===== src/hw/rtl/sd_spi_mode_host_engine_core_defines.svh =====
// Assertion macros for the SD SPI host engine
`ifndef SD_SPI_MODE_HOST_ENGINE_CORE_DEFINES_SVH
`define SD_SPI_MODE_HOST_ENGINE_CORE_DEFINES_SVH
// implication checked on every clock edge, reset gated
`define SDH_ASSERT_IMPL(label, ante, cons, msg) \
	label: assert property (@(posedge clk) disable iff (!arst_n) (ante) |-> (cons)) \
		else $error(msg);
// implication checked on the following cycle
`define SDH_ASSERT_NEXT(label, ante, cons, msg) \
	label: assert property (@(posedge clk) disable iff (!arst_n) (ante) |=> (cons)) \
		else $error(msg);
`endif


===== src/hw/rtl/sdh_pkg.sv =====
// ----------------------------------------------------------------------------
// sdh_pkg
// Shared types and constants of the SD SPI host engine.
// ----------------------------------------------------------------------------
`timescale 1ns / 1ps
`default_nettype none
package sdh_pkg;
	localparam int BLOCK_BYTES = 512;
	localparam int IN_W = 3 + 32 + 32 + 8 + 8;
	localparam int IN_TW = 88;
	localparam int OUT_W = 1 + 8 + 1 + 1 + 1 + 8 + 1 + 3 + 8 + 2;
	localparam int OUT_TW = 40;
	localparam int QDEPTH = 2;

	localparam logic [2:0] ACT_INIT = 3'd0;
	localparam logic [2:0] ACT_READ = 3'd1;
	localparam logic [2:0] ACT_WRITE = 3'd2;
	localparam logic [2:0] ACT_ERASE = 3'd3;
	localparam logic [2:0] ACT_XFER = 3'd4;

	localparam logic [2:0] ST_OK = 3'd0;
	localparam logic [2:0] ST_NOCARD = 3'd1;
	localparam logic [2:0] ST_INITFAIL = 3'd2;
	localparam logic [2:0] ST_TIMEOUT = 3'd3;
	localparam logic [2:0] ST_REJECT = 3'd4;

	localparam logic [1:0] CFG_RESP_POLL = 2'd0;
	localparam logic [1:0] CFG_INIT_ATT = 2'd1;
	localparam logic [1:0] CFG_DATA_POLL = 2'd2;

	typedef struct packed {
		logic [2:0] action;
		logic [31:0] block_addr;
		logic [31:0] block_count;
		logic [7:0] rx_byte;
		logic [7:0] payload_byte;
	} sdh_item_t;

	typedef struct packed {
		logic [1:0] card_kind;
		logic [7:0] card_response;
		logic [2:0] status;
		logic done_res;
		logic [7:0] read_byte;
		logic read_valid;
		logic payload_wanted;
		logic chip_select;
		logic [7:0] tx_byte;
		logic tx_valid;
	} sdh_res_t;

	typedef struct packed {
		logic [8:0] resp_poll;
		logic [8:0] init_att;
		logic [16:0] data_poll;
	} sdh_cfg_t;
endpackage
`default_nettype wire


===== src/hw/rtl/sdh_front.sv =====
// ----------------------------------------------------------------------------
// sdh_front
// Accepts stream words, unpacks them and queues them for the sequencer.
// ----------------------------------------------------------------------------
`timescale 1ns / 1ps
`default_nettype none
module sdh_front (
	input wire logic clk,
	input wire logic arst_n,
	input wire logic [sdh_pkg::IN_TW-1:0] tdata,
	input wire logic tvalid,
	output logic tready,
	output sdh_pkg::sdh_item_t item,
	output logic item_valid,
	input wire logic item_take
);
	import sdh_pkg::*;
	sdh_item_t mem_q [QDEPTH];
	logic wp_q, rp_q;
	logic [1:0] cnt_q;
	logic push;
	sdh_item_t in_item;

	// action lowest, payload_byte highest
	assign in_item.action = tdata[2:0];
	assign in_item.block_addr = tdata[34:3];
	assign in_item.block_count = tdata[66:35];
	assign in_item.rx_byte = tdata[74:67];
	assign in_item.payload_byte = tdata[82:75];

	assign tready = (cnt_q != 2'd2);
	assign push = tvalid && tready;
	assign item_valid = (cnt_q != 2'd0);
	assign item = mem_q[rp_q];

	always_ff @(posedge clk) begin
		if (push) mem_q[wp_q] <= in_item;
	end

	always_ff @(posedge clk or negedge arst_n) begin
		if (!arst_n) begin
			wp_q <= 1'b0;
			rp_q <= 1'b0;
			cnt_q <= 2'd0;
		end else begin
			if (push) wp_q <= ~wp_q;
			if (item_take) rp_q <= ~rp_q;
			cnt_q <= cnt_q + {1'b0, push} - {1'b0, item_take};
		end
	end
endmodule
`default_nettype wire


===== src/hw/rtl/sdh_back.sv =====
// ----------------------------------------------------------------------------
// sdh_back
// Card sequencer: one queued word per cycle into the output register unless stalled.
// ----------------------------------------------------------------------------
`timescale 1ns / 1ps
`default_nettype none
module sdh_back (
	input wire logic clk,
	input wire logic arst_n,
	input wire sdh_pkg::sdh_cfg_t cfg,
	input wire sdh_pkg::sdh_item_t item,
	input wire logic item_valid,
	output logic item_take,
	output logic [sdh_pkg::OUT_TW-1:0] tdata,
	output logic tvalid,
	input wire logic tready,
	output logic busy
);
	import sdh_pkg::*;

	typedef enum logic [12:0] {
		PH_IDLE = 13'h0001, PH_PRECLK = 13'h0002, PH_CMD = 13'h0004,
		PH_POLL = 13'h0008, PH_OCR = 13'h0010, PH_TAIL = 13'h0020,
		PH_GAP = 13'h0040, PH_TOKEN = 13'h0080, PH_RDATA = 13'h0100,
		PH_WDATA = 13'h0200, PH_BUSY1 = 13'h0400, PH_WGAP = 13'h0800,
		PH_BUSY2 = 13'h1000
	} phase_t;

	phase_t ph_q, ph_d;
	logic [3:0] stg_q, stg_d;
	logic [9:0] bi_q, bi_d;
	logic [16:0] rc_q, rc_d;
	logic [8:0] ac_q, ac_d;
	logic [5:0] cc_q, cc_d;
	logic [31:0] arg_q, arg_d, ee_q, ee_d;
	logic hc_q, hc_d, v2_q, v2_d;
	logic [1:0] kind_q, kind_d, pr_q, pr_d;
	logic [7:0] lr_q, lr_d;
	sdh_res_t r, out_q;
	logic ov_q;
	logic [16:0] rc_inc;
	logic [8:0] ac_inc;
	logic [8:0] rlim, alim;

	assign item_take = item_valid && (!ov_q || tready);
	assign tvalid = ov_q;
	assign tdata = {{(OUT_TW-OUT_W){1'b0}}, out_q};
	assign busy = (ph_q != PH_IDLE) || ov_q || item_valid;
	assign rc_inc = rc_q + 17'd1;
	assign ac_inc = ac_q + 9'd1;
	assign rlim = cfg.resp_poll;
	assign alim = cfg.init_att;

	always_comb begin
		logic [5:0] ncode;
		logic [31:0] narg;
		logic cmd_go, fin, rsp_zero, over, pov;
		logic [2:0] fst;
		logic [7:0] fresp;
		logic [7:0] ob;
		logic [7:0] rx;
		ncode = '0; narg = '0; cmd_go = 1'b0; fin = 1'b0; fst = ST_OK; fresp = '0;
		rsp_zero = 1'b0; over = 1'b0; pov = 1'b0; ob = '0; rx = item.rx_byte;
		ph_d = ph_q; stg_d = stg_q; bi_d = bi_q; rc_d = rc_q; ac_d = ac_q;
		cc_d = cc_q; arg_d = arg_q; ee_d = ee_q; hc_d = hc_q; v2_d = v2_q;
		kind_d = kind_q; pr_d = pr_q; lr_d = lr_q;
		r = '0;
		if (ph_q == PH_IDLE) begin
			case (item.action)
				ACT_INIT: begin
					pr_d = 2'd0; kind_d = 2'd0; ph_d = PH_PRECLK; bi_d = '0;
					r.tx_valid = 1'b1; r.tx_byte = 8'hFF;
				end
				ACT_READ: begin
					pr_d = 2'd1; cmd_go = 1'b1; ncode = 6'd17; narg = item.block_addr;
				end
				ACT_WRITE: begin
					pr_d = 2'd2; cmd_go = 1'b1; ncode = 6'd24; narg = item.block_addr;
				end
				ACT_ERASE: begin
					pr_d = 2'd3; cmd_go = 1'b1; ncode = 6'd32; narg = item.block_addr;
					ee_d = item.block_addr + item.block_count - 32'd1;
				end
				default: ;
			endcase
		end else if (item.action == ACT_XFER) begin
			case (ph_q)
				PH_PRECLK: begin
					bi_d = bi_q + 10'd1;
					if (bi_d >= 10'd16) begin
						stg_d = 4'd0; ac_d = '0; cmd_go = 1'b1; ncode = 6'd0; narg = '0;
					end else begin
						r.tx_valid = 1'b1; r.tx_byte = 8'hFF;
					end
				end
				PH_CMD: begin
					if (bi_q < 10'd5) begin
						bi_d = bi_q + 10'd1;
						case (bi_d[2:0])
							3'd1: ob = arg_q[31:24];
							3'd2: ob = arg_q[23:16];
							3'd3: ob = arg_q[15:8];
							3'd4: ob = arg_q[7:0];
							default: ob = (cc_q == 6'd8) ? 8'h87 : 8'h95;
						endcase
						r.tx_valid = 1'b1; r.tx_byte = ob; r.chip_select = 1'b1;
					end else begin
						ph_d = PH_POLL; rc_d = '0;
						r.tx_valid = 1'b1; r.tx_byte = 8'hFF; r.chip_select = 1'b1;
					end
				end
				PH_POLL: begin
					rc_d = rc_inc;
					if (rc_inc >= {8'd0, rlim} || rx != 8'hFF) begin
						lr_d = rx;
						if (rx == 8'h00 && cc_q == 6'd58) begin
							ph_d = PH_OCR; bi_d = '0;
							r.tx_valid = 1'b1; r.tx_byte = 8'hFF; r.chip_select = 1'b1;
						end else begin
							ph_d = PH_TAIL; r.tx_valid = 1'b1; r.tx_byte = 8'hFF;
						end
					end else begin
						r.tx_valid = 1'b1; r.tx_byte = 8'hFF; r.chip_select = 1'b1;
					end
				end
				PH_OCR: begin
					if (bi_q == 10'd0) hc_d = rx[6];
					bi_d = bi_q + 10'd1;
					r.tx_valid = 1'b1; r.tx_byte = 8'hFF;
					if (bi_d >= 10'd4) ph_d = PH_TAIL;
					else r.chip_select = 1'b1;
				end
				PH_TAIL: begin
					rsp_zero = (lr_q == 8'h00);
					over = (ac_inc >= alim);
					if (pr_q == 2'd0) begin
						case (stg_q)
							4'd0: begin
								ac_d = ac_inc;
								if (over) begin fin = 1'b1; fst = ST_NOCARD; end
								else if (lr_q == 8'h01) begin
									ph_d = PH_GAP; bi_d = '0;
									r.tx_valid = 1'b1; r.tx_byte = 8'hFF;
								end else begin cmd_go = 1'b1; ncode = 6'd0; end
							end
							4'd2: begin
								ac_d = ac_inc;
								if (over) begin
									v2_d = 1'b0; kind_d = 2'd1; ac_d = '0;
									stg_d = 4'd3; cmd_go = 1'b1; ncode = 6'd55;
								end else if (lr_q == 8'h01) begin
									ac_d = '0; stg_d = 4'd3; cmd_go = 1'b1; ncode = 6'd55;
								end else begin
									cmd_go = 1'b1; ncode = 6'd8; narg = 32'h000001AA;
								end
							end
							4'd3: begin
								stg_d = 4'd4; cmd_go = 1'b1; ncode = 6'd41; narg = 32'h40000000;
							end
							4'd4: begin
								ac_d = ac_inc;
								if (over) begin fin = 1'b1; fst = ST_INITFAIL; end
								else if (rsp_zero) begin
									hc_d = 1'b0; ac_d = '0; cmd_go = 1'b1;
									if (v2_q) begin stg_d = 4'd5; ncode = 6'd58; end
									else begin stg_d = 4'd6; ncode = 6'd59; end
								end else begin stg_d = 4'd3; cmd_go = 1'b1; ncode = 6'd55; end
							end
							4'd5: begin
								ac_d = ac_inc;
								if (over) begin
									kind_d = 2'd0; stg_d = 4'd6; cmd_go = 1'b1; ncode = 6'd59;
								end else if (rsp_zero) begin
									kind_d = hc_q ? 2'd2 : 2'd3;
									stg_d = 4'd6; cmd_go = 1'b1; ncode = 6'd59;
								end else begin cmd_go = 1'b1; ncode = 6'd58; end
							end
							4'd6: begin
								stg_d = 4'd7; cmd_go = 1'b1; ncode = 6'd16;
								narg = 32'(BLOCK_BYTES);
							end
							default: fin = 1'b1;
						endcase
					end else if (!rsp_zero) begin
						fin = 1'b1; fst = ST_REJECT; fresp = lr_q;
					end else if (pr_q == 2'd1) begin
						ph_d = PH_TOKEN; rc_d = '0;
						r.tx_valid = 1'b1; r.tx_byte = 8'hFF; r.chip_select = 1'b1;
					end else if (pr_q == 2'd2) begin
						ph_d = PH_WDATA; bi_d = '0; r.payload_wanted = 1'b1;
						r.tx_valid = 1'b1; r.tx_byte = 8'hFE; r.chip_select = 1'b1;
					end else if (cc_q == 6'd32) begin
						cmd_go = 1'b1; ncode = 6'd33; narg = ee_q;
					end else if (cc_q == 6'd33) begin
						cmd_go = 1'b1; ncode = 6'd38;
					end else fin = 1'b1;
				end
				PH_GAP: begin
					bi_d = bi_q + 10'd1;
					if (bi_d >= 10'd2) begin
						v2_d = 1'b1; ac_d = '0; stg_d = 4'd2;
						cmd_go = 1'b1; ncode = 6'd8; narg = 32'h000001AA;
					end else begin
						r.tx_valid = 1'b1; r.tx_byte = 8'hFF;
					end
				end
				PH_TOKEN, PH_BUSY1, PH_BUSY2: begin
					rc_d = rc_inc;
					pov = (rc_inc >= cfg.data_poll);
					if (ph_q == PH_TOKEN ? (rx == 8'hFE) : (rx != 8'h00)) begin
						rc_d = rc_q;
						if (ph_q == PH_TOKEN) begin
							ph_d = PH_RDATA; bi_d = '0;
							r.tx_valid = 1'b1; r.tx_byte = 8'hFF; r.chip_select = 1'b1;
						end else if (ph_q == PH_BUSY1) begin
							ph_d = PH_WGAP; r.tx_valid = 1'b1; r.tx_byte = 8'hFF;
						end else fin = 1'b1;
					end else if (pov) begin
						fin = 1'b1; fst = ST_TIMEOUT;
					end else begin
						r.tx_valid = 1'b1; r.tx_byte = 8'hFF; r.chip_select = 1'b1;
					end
				end
				PH_RDATA: begin
					if (bi_q < 10'(BLOCK_BYTES)) begin
						r.read_valid = 1'b1; r.read_byte = rx;
					end
					bi_d = bi_q + 10'd1;
					if ({1'b0, bi_q} + 11'd1 >= 11'(BLOCK_BYTES + 3)) fin = 1'b1;
					else begin
						r.tx_valid = 1'b1; r.tx_byte = 8'hFF; r.chip_select = 1'b1;
					end
				end
				PH_WDATA: begin
					bi_d = bi_q + 10'd1;
					r.tx_valid = 1'b1; r.chip_select = 1'b1;
					if ({1'b0, bi_q} + 11'd1 <= 11'(BLOCK_BYTES)) begin
						r.tx_byte = item.payload_byte;
						if ({1'b0, bi_q} + 11'd1 < 11'(BLOCK_BYTES)) r.payload_wanted = 1'b1;
					end else begin
						r.tx_byte = 8'hFF;
						if ({1'b0, bi_q} + 11'd1 > 11'(BLOCK_BYTES + 3)) begin
							ph_d = PH_BUSY1; rc_d = '0;
						end
					end
				end
				PH_WGAP: begin
					ph_d = PH_BUSY2;
					r.tx_valid = 1'b1; r.tx_byte = 8'hFF; r.chip_select = 1'b1;
				end
				default: ph_d = PH_IDLE;
			endcase
		end
		if (cmd_go) begin
			cc_d = ncode;
			if (!hc_d && (ncode == 6'd17 || ncode == 6'd18 || ncode == 6'd24 ||
					ncode == 6'd25 || ncode == 6'd32 || ncode == 6'd33))
				arg_d = {narg[22:0], 9'd0};
			else
				arg_d = narg;
			bi_d = '0; rc_d = '0; ph_d = PH_CMD;
			r.tx_valid = 1'b1; r.tx_byte = {2'b01, ncode}; r.chip_select = 1'b1;
		end
		if (fin) begin
			ph_d = PH_IDLE; r.done_res = 1'b1; r.status = fst; r.card_response = fresp;
		end
		r.card_kind = kind_d;
	end

	always_ff @(posedge clk) begin
		if (item_take) out_q <= r;
	end

	always_ff @(posedge clk or negedge arst_n) begin
		if (!arst_n) begin
			ph_q <= PH_IDLE; stg_q <= '0; bi_q <= '0; rc_q <= '0; ac_q <= '0;
			cc_q <= '0; arg_q <= '0; ee_q <= '0; hc_q <= 1'b0; v2_q <= 1'b0;
			kind_q <= '0; pr_q <= '0; lr_q <= '0; ov_q <= 1'b0;
		end else begin
			if (item_take) begin
				ph_q <= ph_d; stg_q <= stg_d; bi_q <= bi_d; rc_q <= rc_d; ac_q <= ac_d;
				cc_q <= cc_d; arg_q <= arg_d; ee_q <= ee_d; hc_q <= hc_d; v2_q <= v2_d;
				kind_q <= kind_d; pr_q <= pr_d; lr_q <= lr_d;
			end
			if (item_take) ov_q <= 1'b1;
			else if (tready) ov_q <= 1'b0;
		end
	end
endmodule
`default_nettype wire


===== src/hw/rtl/sd_spi_mode_host_engine_core.sv =====
// ----------------------------------------------------------------------------
// sd_spi_mode_host_engine_core
// SD card host in SPI mode: request and exchange words in, next-byte words out.
// ----------------------------------------------------------------------------
// Usage:
// - s_axis carries one word per host request or finished SPI exchange;
//   every accepted word yields exactly one m_axis result word.
// - The front queue (2 entries) takes words; unless m_axis stalls, the
//   sequencer retires one queued word per cycle into the output register,
//   so throughput is one word per cycle; words pass the queue, then that register.
// - cfg_* writes the three limit registers (index 0 response poll,
//   1 init attempts, 2 data poll); take them only while the engine is idle.
// - Reset clears all sequencer state and loads the limit defaults
//   (256, 255, 65536); no word is pending after reset.
// - When m_axis_tready is low the output register holds, the sequencer
//   stops, and the queue fills; s_axis_tready falls once it holds two words.
// ----------------------------------------------------------------------------
`timescale 1ns / 1ps
`default_nettype none
`include "sd_spi_mode_host_engine_core_defines.svh"
module sd_spi_mode_host_engine_core (
	input wire logic clk,
	input wire logic arst_n,
	// action[2:0], block_addr[34:3], block_count[66:35], rx_byte[74:67],
	// payload_byte[82:75]
	input wire logic [sdh_pkg::IN_TW-1:0] s_axis_tdata,
	input wire logic s_axis_tvalid,
	output logic s_axis_tready,
	// tx_valid[0], tx_byte[8:1], chip_select[9], payload_wanted[10],
	// read_valid[11], read_byte[19:12], done_res[20], status[23:21],
	// card_response[31:24], card_kind[33:32]
	output logic [sdh_pkg::OUT_TW-1:0] m_axis_tdata,
	output logic m_axis_tvalid,
	input wire logic m_axis_tready,
	input wire logic cfg_valid,
	output logic cfg_ready,
	input wire logic [1:0] cfg_index,
	input wire logic [16:0] cfg_data
);
	import sdh_pkg::*;
	sdh_cfg_t cfg_q;
	sdh_item_t item;
	logic item_valid, item_take, busy;

	assign cfg_ready = 1'b1;

	always_ff @(posedge clk or negedge arst_n) begin
		if (!arst_n) begin
			cfg_q.resp_poll <= 9'd256;
			cfg_q.init_att <= 9'd255;
			cfg_q.data_poll <= 17'd65536;
		end else if (cfg_valid) begin
			case (cfg_index)
				CFG_RESP_POLL: cfg_q.resp_poll <= cfg_data[8:0];
				CFG_INIT_ATT: cfg_q.init_att <= cfg_data[8:0];
				CFG_DATA_POLL: cfg_q.data_poll <= cfg_data;
				default: ;
			endcase
		end
	end

	sdh_front u_front (
		.clk, .arst_n, .tdata(s_axis_tdata), .tvalid(s_axis_tvalid),
		.tready(s_axis_tready), .item, .item_valid, .item_take
	);

	sdh_back u_back (
		.clk, .arst_n, .cfg(cfg_q), .item, .item_valid, .item_take,
		.tdata(m_axis_tdata), .tvalid(m_axis_tvalid), .tready(m_axis_tready), .busy
	);

	// sequencer retires nothing while the result register is stalled
	`SDH_ASSERT_IMPL(a_no_take_stalled, m_axis_tvalid && !m_axis_tready, !item_take, "take while stalled")
	// a retired word always shows a result next cycle
	`SDH_ASSERT_NEXT(a_take_shows, item_take, m_axis_tvalid, "result missing")
	// a word is retired only from a nonempty queue
	`SDH_ASSERT_IMPL(a_take_needs_item, item_take, item_valid && busy, "take without item")
endmodule
`default_nettype wire


===== config.mk =====
export PLATFORM = sky130hd
export DESIGN_NAME = sd_spi_mode_host_engine_core
export DESIGN_NICKNAME = d
export VERILOG_FILES = /design/src/hw/rtl/sdh_pkg.sv /design/src/hw/rtl/sdh_front.sv /design/src/hw/rtl/sdh_back.sv /design/src/hw/rtl/sd_spi_mode_host_engine_core.sv
export VERILOG_INCLUDE_DIRS = /design/src /design/src/hw/rtl
export SDC_FILE = /design/constraint.sdc
export NUM_CORES = 1
export LEC_CHECK = 0
export ABC_AREA = 1
export BUFFER_PORTS_ARGS = -buffer_cell sky130_fd_sc_hd__clkbuf_2
export CORE_UTILIZATION = 39
export DETAILED_ROUTE_END_ITERATION = 8
export REMOVE_ABC_BUFFERS = 1
export SLEW_MARGIN = 20
export SYNTH_ARGS = -nofsm -noshare
export SYNTH_HDL_FRONTEND = slang
export SYNTH_SLANG_ARGS = --single-unit

===== constraint.sdc =====
create_clock -name clk -period 7.3 [get_ports clk]
set_input_delay 2.19 -clock clk [delete_from_list [all_inputs] [get_ports clk]]
set_output_delay 2.19 -clock clk [all_outputs]
set_load 0.005 [all_outputs]

==> Word level (Yosys, flattened, before mapping) <==
Memory sizes are Yosys's and may differ from the RTL's.
Index checks and enable logic that the tools add are counted.
{ "totals": {"regBits": 211, "latchBits": 0, "ramBits": 166, "rom_bits": 0, "inputBits": 112, "out_inout_bits": 43, "word_cells": 417, "n_memories": 1} }
{ "op_classes": {"n_addsub": 8, "multipliers": 0, "n_div": 0, "order_cmp": 12, "eq_ne": 88, "shifts": 0, "n_mux": 211, "bitwise": 8, "n_reduce_logical": 58} }
{ "memory_table": {"columns": ["memory", "words", "width", "rd", "rd_clocked_by_memory_dff", "wr", "line_no", "source"], "rows": [
  ["u_front.mem_q", 2, 83, 1, 0, 1, "sdh_front.sv:18", "sdh_item_t mem_q [QDEPTH];"]
]} }
{ "op_table": {"columns": ["operator", "n"], "rows": [
  ["$mux 32", 10],
  ["$mux 13", 20],
  ["$mux 10", 22],
  ["$mux 9", 21],
  ["$mux 17", 10],
  ["$pmux 13 s8", 1],
  ["$pmux 32 s3", 1],
  ["$pmux 17 s5", 1],
  ["$pmux 9 s9", 1],
  ["$mux 6", 13],
  ["$pmux 32 s2", 1],
  ["$mux 1", 56],
  ["$pmux 9 s3", 2],
  ["$pmux 10 s5", 1],
  ["$mux 11", 4],
  ["$mux 4", 10],
  ["$add 32x32->32", 1],
  ["$pmux 8 s4", 1],
  ["$sub 32x1->32 const B", 1],
  ["$eq 6x6->1 const B", 5],
  ["$ne 5x1->1 const B", 6],
  ["$pmux 6 s5", 1],
  ["$mux 2", 13],
  ["$ne 5x4->1 const B", 5],
  ["96 further kinds", 178]
]} }

==> Logic depth before layout (Yosys ltp) <==
{ "logic_depth": {"depth_word": 18, "ltp_mapped": 28, "mapped_depth_nobuf": 27} }

==> Cells and area by module <==
From an unflattened synthesis, not the netlist that was laid out.
{ "unflattened": {"hier_cells": 2645, "hier_area_um2": 22649.2} }
{ "modules_own_cells": {"columns": ["module", "n_inst", "cells_per_inst", "area_per_inst_um2", "seq_area_each_um2"], "rows": [
  ["sdh_back", 1, 2203, 14744.1, 4450.5],
  ["sdh_front", 1, 285, 6439.9, 5084.9],
  ["sd_spi_mode_host_engine_core", 1, 157, 1465.2, 888.4]
]} }

==> Worst setup path before layout <==
Ideal clock, no wire load.
{ "synth_path": {"kind": "input to register", "startpoint": "input s_axis_tvalid", "endpoint": "memory u_front.mem_q[1][0] (netlist bit) (enable)", "setup_time_ps": 526, "t_arrival_ps": 5758, "slack_ps": 1015, "cell_stages": 2, "path_buffers": 0, "cell_sequence": "nand2_1 -> nor2_1"} }
{ "synth_via": {"elab_chain_cells": 3} }
{ "synth_rtl": {"columns": ["item", "line_no", "source"], "rows": [
  ["start: declaration", "sd_spi_mode_host_engine_core.sv:27", "input wire logic s_axis_tvalid,"],
  ["$logic_and 1x1->1", "sdh_front.sv:32", "assign push = tvalid && tready;"],
  ["$mux 1", "sdh_front.sv:37", "if (push) mem_q[wp_q] <= in_item;"],
  ["$mux 1 (implied by the code)", "sdh_front.sv:37", null],
  ["end: declaration", "sdh_front.sv:18", null]
]} }
No other way between the ends.

==> Worst setup path in the final report <==
{ "layout_path": {"startpoint": "register u_back.ac_q[0]", "endpoint": "register u_back.arg_q[16]"} }
{ "layout_via": {"elab_chain_cells": 16, "elab_cells_between_ends": 44, "classes_between": "add/sub: 1; order compare: 1; eq/ne: 6; mux: 28; reduce/logical: 8"} }
{ "layout_rtl": {"columns": ["item", "line_no", "source"], "rows": [
  ["start: declaration", "sdh_back.sv:33", "logic [8:0] ac_q, ac_d;"],
  ["start signal: assignment", "sdh_back.sv:276", "ph_q <= PH_IDLE; stg_q <= '0; bi_q <= '0; rc_q <= '0; ac_q <= '0;"],
  ["start signal: assignment", "sdh_back.sv:281", "ph_q <= ph_d; stg_q <= stg_d; bi_q <= bi_d; rc_q <= rc_d; ac_q <= ac_d;"],
  ["$add 9x1->9 *", "sdh_back.sv:50", "assign ac_inc = ac_q + 9'd1;"],
  ["$ge 9x9->1 *", "sdh_back.sv:135", "over = (ac_inc >= alim);"],
  ["$mux 6 (on tied branches)", "sdh_back.sv:171, sdh_back.sv:148, sdh_back.sv:162", null],
  ["$pmux 6 s5", "sdh_back.sv:137", "case (stg_q)"],
  ["$mux 6", "sdh_back.sv:136", "if (pr_q == 2'd0) begin"],
  ["$pmux 6 s2", "sdh_back.sv:87", "case (ph_q)"],
  ["$mux 6", "sdh_back.sv:86", "end else if (item.action == ACT_XFER) begin"],
  ["$mux 6", "sdh_back.sv:68", "if (ph_q == PH_IDLE) begin"],
  ["$eq 6x5->1", "sdh_back.sv:256", "if (!hc_d && (ncode == 6'd17 || ncode == 6'd18 || ncode == 6'd24 ||"],
  ["$logic_or 1x1->1 (3 in series)", "sdh_back.sv:256", null],
  ["$logic_or 1x1->1 (2 in series)", "sdh_back.sv:257", "ncode == 6'd25 || ncode == 6'd32 || ncode == 6'd33))"],
  ["$logic_and 1x1->1", "sdh_back.sv:256", null],
  ["$mux 32", "sdh_back.sv:256", null],
  ["end signal: assignment", "sdh_back.sv:277", "cc_q <= '0; arg_q <= '0; ee_q <= '0; hc_q <= 1'b0; v2_q <= 1'b0;"],
  ["end signal: assignment", "sdh_back.sv:282", "cc_q <= cc_d; arg_q <= arg_d; ee_q <= ee_d; hc_q <= hc_d; v2_q <= v2_d;"],
  ["end: declaration", "sdh_back.sv:35", "logic [31:0] arg_q, arg_d, ee_q, ee_d;"]
]} }
Every way passes the cells marked *; elsewhere a longest branch is shown, timed or not.
A chain may end at the register's enable or synchronous reset.

==> results.yml <==
critical_path:
  critPathKind: "flip-flop to flip-flop"
  r2r_slack_ns: 2.09
  required_ns: 7.83
  path_delay_family: "simple AND/OR/NAND/NOR gates"
  endpoint_kind: "flip-flop"
  critPathBufInv: 3
  crit_arrival_ns: 5.74
  slowest_delay_ns: 0.57
  cp_common_cell: "nand2_1"
  critPathLaunchType: "flip-flop"
  crit_fanout: 32
  slowest_stage: "nand2_2"
die:
  fp.dieH_um: 236
  ios: 155
  coreArea_um2: 54000
  rows: 85
  chipWidth_um: 236
  start_util: 0.396
  die-area_um2: 55800
min_path:
  hold_path_class: "flip-flop to flip-flop"
yosys:
  ys_top_cells_by_count: "542 x nand2_1, 373 x inv_1, 200 x edfxtp_1, 188 x nor2_1, 168 x nand3_1"
  synth_cells: 2476
  synthDistinctLibCells: 64
  netlist_top_cells_area: "edfxtp_1 28%, dfrtp_1 19%, nand2_1 9.5%"
  synth-edff-count: 200
  syn_area_per_cell_um2: 8.65
  seq_area_frac_synth: 0.487
  yosysMostFrequentCell: "nand2_1"
  synth_ff_type: "edfxtp_1"
  synth.largest_area_cell: "edfxtp_1"
  yosysTopAreaCellShare: 0.281
  syn_area_um2: 21400
  yosysWarnings: 0
  ys_async_sr_fraction: 0.468
  synth_seq_cells: 376
route:
  drt-total-wl_um: 56100
  via_count: 17100
  ant_nets: 0
  drt-initial-drc-count: 1159
  drc: 0
  viasPerCell: 5.11
  dr.pass1.iters: 6
  drt-wirelength-per-cell_um: 16.7
final_layout:
  area_growth_pct: 13.4
  multi_input_area_um2: 9190
  drive_above_1_share: 0.120
  antenna_cells: 0
  ff_latch_area_um2: 10400
  fin_nets: 2839
  final.fill_count: 5355
timing:
  whs_ns: 0.478
  setup_viol: 0
  max_slew_margin: 0.318
  clock_skew_ns: 0.0366
  tns_ns: 0
  period_share: 0.713
  grt_setup_unrepaired: "no"
  period_needed_ns: 5.21
  hold_viol: 0
  finalMaxSlewViolations: 0
  maxClockFrequency_mhz: 192
  tightest_slew_ns: 1.02
grt:
  grt_first_pass_wirelength_um: 88700
  grt_antenna_before_repair: 0
  grt-ovfl-total: 0
  grt.total_usage: 0.201
  grt_start_max_net_pins: 159
  grt_pass1_vias: 16500
flow_run:
  maxCapViolations: 0
placement:
  dpl.hpwl_um: 41500
  io_buffers: 142
  gp_congestion: 0.941
clock_tree:
  clk_pin_slew_ns: 0.06
  postCtsResizedCells: 0
  clock-sinks: 376
  hold_buffers: 0
  numCtsBuffers: 43
  insertion_delay_ns: 0.61
  post_cts_buffers: 0
  htree_levels: 2
  cts_buffer_depth: 3
  tritoncts: "built"
  root_buffer: "clkbuf_16"
pwr:
  powerDensity_nw_per_um2: 420
  p_leak_nw: 11.4
  peakVddDrop_uv: 325
outcome:
  status: "finished clean"
metrics by stage:
stage / power [mW] / worst slack [ns] / instances / instance area (um^2) / utilization
6_report: 10.2 / 2.09 / 3347 / 24300 / 0.449
5_1_grt: 11.0 / 1.70 / 3347 / 24300 / 0.449
4_1_cts: 10.3 / 2.14 / 3347 / 24300 / 0.449
3_5_place_dp: 7.97 / 2.15 / 3267 / 22800 / 0.422
3_3_place_gp: 7.90 / 2.24 / 3267 / 22800 / 0.422
2_1_floorplan: 6.65 / 0.486 / 2412 / 21100 / -
worst paths after layout:
| kind | from | end | depth (start not counted) |
|---|---|---|---|
| min | u_back.ee_q[1] | u_back.ee_q[1] | 2 |
| min reg2reg | u_back.ee_q[1] | u_back.ee_q[1] | 2 |
| max reg2reg | u_back.ac_q[0] | u_back.arg_q[16] | 25 |
| max | u_back.ac_q[0] | u_back.arg_q[16] | 25 |
| min in group asynchronous | arst_n | cfg_q[3] | 1 |
| max in group asynchronous | arst_n | u_front.rp_q | 2 |
registers in the layout (all words and copies together) (netlist names):
| register | flops |
|---|---|
| cfg_q | 35 |
| u_back.ac_q | 9 |
| u_back.arg_q | 32 |
| u_back.bi_q | 10 |
| u_back.cc_q | 6 |
| u_back.ee_q | 32 |
| u_back.hc_q | 1 |
| u_back.kind_q | 2 |
| u_back.lr_q | 8 |
| u_back.ph_q | 13 |
| u_back.pr_q | 2 |
| u_back.rc_q | 17 |
| u_back.stg_q | 3 |
| u_back.tdata | 34 |
| u_back.tvalid | 1 |
| u_back.v2_q | 1 |
| u_front.cnt_q | 2 |
| u_front.mem_q | 166 |
| u_front.rp_q | 1 |
| u_front.wp_q | 1 |
cell usage in the layout (no fill, tap or decap), drive strengths merged, types with 10 or more instances in the layout:
| master | synthesis | routed |
|---|---|---|
| nand2 | 553 | 553 |
| inv | 387 | 391 |
| nor2 | 206 | 206 |
| clkbuf | 31 | 201 |
| edfxtp | 200 | 200 |
| o21ai | 194 | 194 |
| nand3 | 174 | 174 |
| dfrtp | 165 | 165 |
| ha | 110 | 110 |
| a21oi | 107 | 107 |
| mux2i | 62 | 62 |
| nor3 | 42 | 42 |
| nand4 | 34 | 34 |
| xor2 | 30 | 30 |
| buf | 38 | 18 |
| or2 | 16 | 16 |
| xnor2 | 15 | 15 |
| clkinv | 3 | 14 |
| o22ai | 13 | 13 |
| a31oi | 11 | 11 |
| dfstp | 11 | 11 |
| nor4 | 10 | 10 |
per-layer routing:
layer,share of wire,vias up,global-route usage
li1,-,8487,-
met1,0.45,8112,0.269
met2,0.48,415,0.338
met3,0.043,76,0.0253
met4,0.024,0,0.0590
met5,0,-,0
final cells by class:
type / instances / share of cell area
flip-flops and latches: 376 / 0.430
repair buffers: 159 / 0.0353
well taps: 696 / 0.0359
multi-input cells: 1646 / 0.379
clock inverters: 20 / 0.0117
clock buffers: 60 / 0.0483
inverters: 390 / 0.0605
report_power, final:
part	switching (mW)	leakage (nW)	total, mW	internal [mW]
Clock	0.919	0.708	2.24	1.32
Combinational	3.08	6.64	4.73	1.64
Sequential	0.328	4.05	3.23	2.90
cells by family after synthesis:
kind of cell / count (synthesis) / share of synthesized area
and+or+nand+nor: 1037 / 0.211
other: 2 / 0.000351
buffers and inverters: 459 / 0.0857
xor gates and xnor gates: 45 / 0.0184
adders and majority gates: 111 / 0.0652
muxes: 62 / 0.0290
AOI/OAI and AO/OA: 384 / 0.103
DFF: 376 / 0.487
tightest hold or removal path, delay by kind of cell (launching register included):
family           cells  cell delay (ns)
DFF                  1             0.34
and+or+nand+nor      2             0.11
Note: power is estimated with default switching activity, not from simulation.
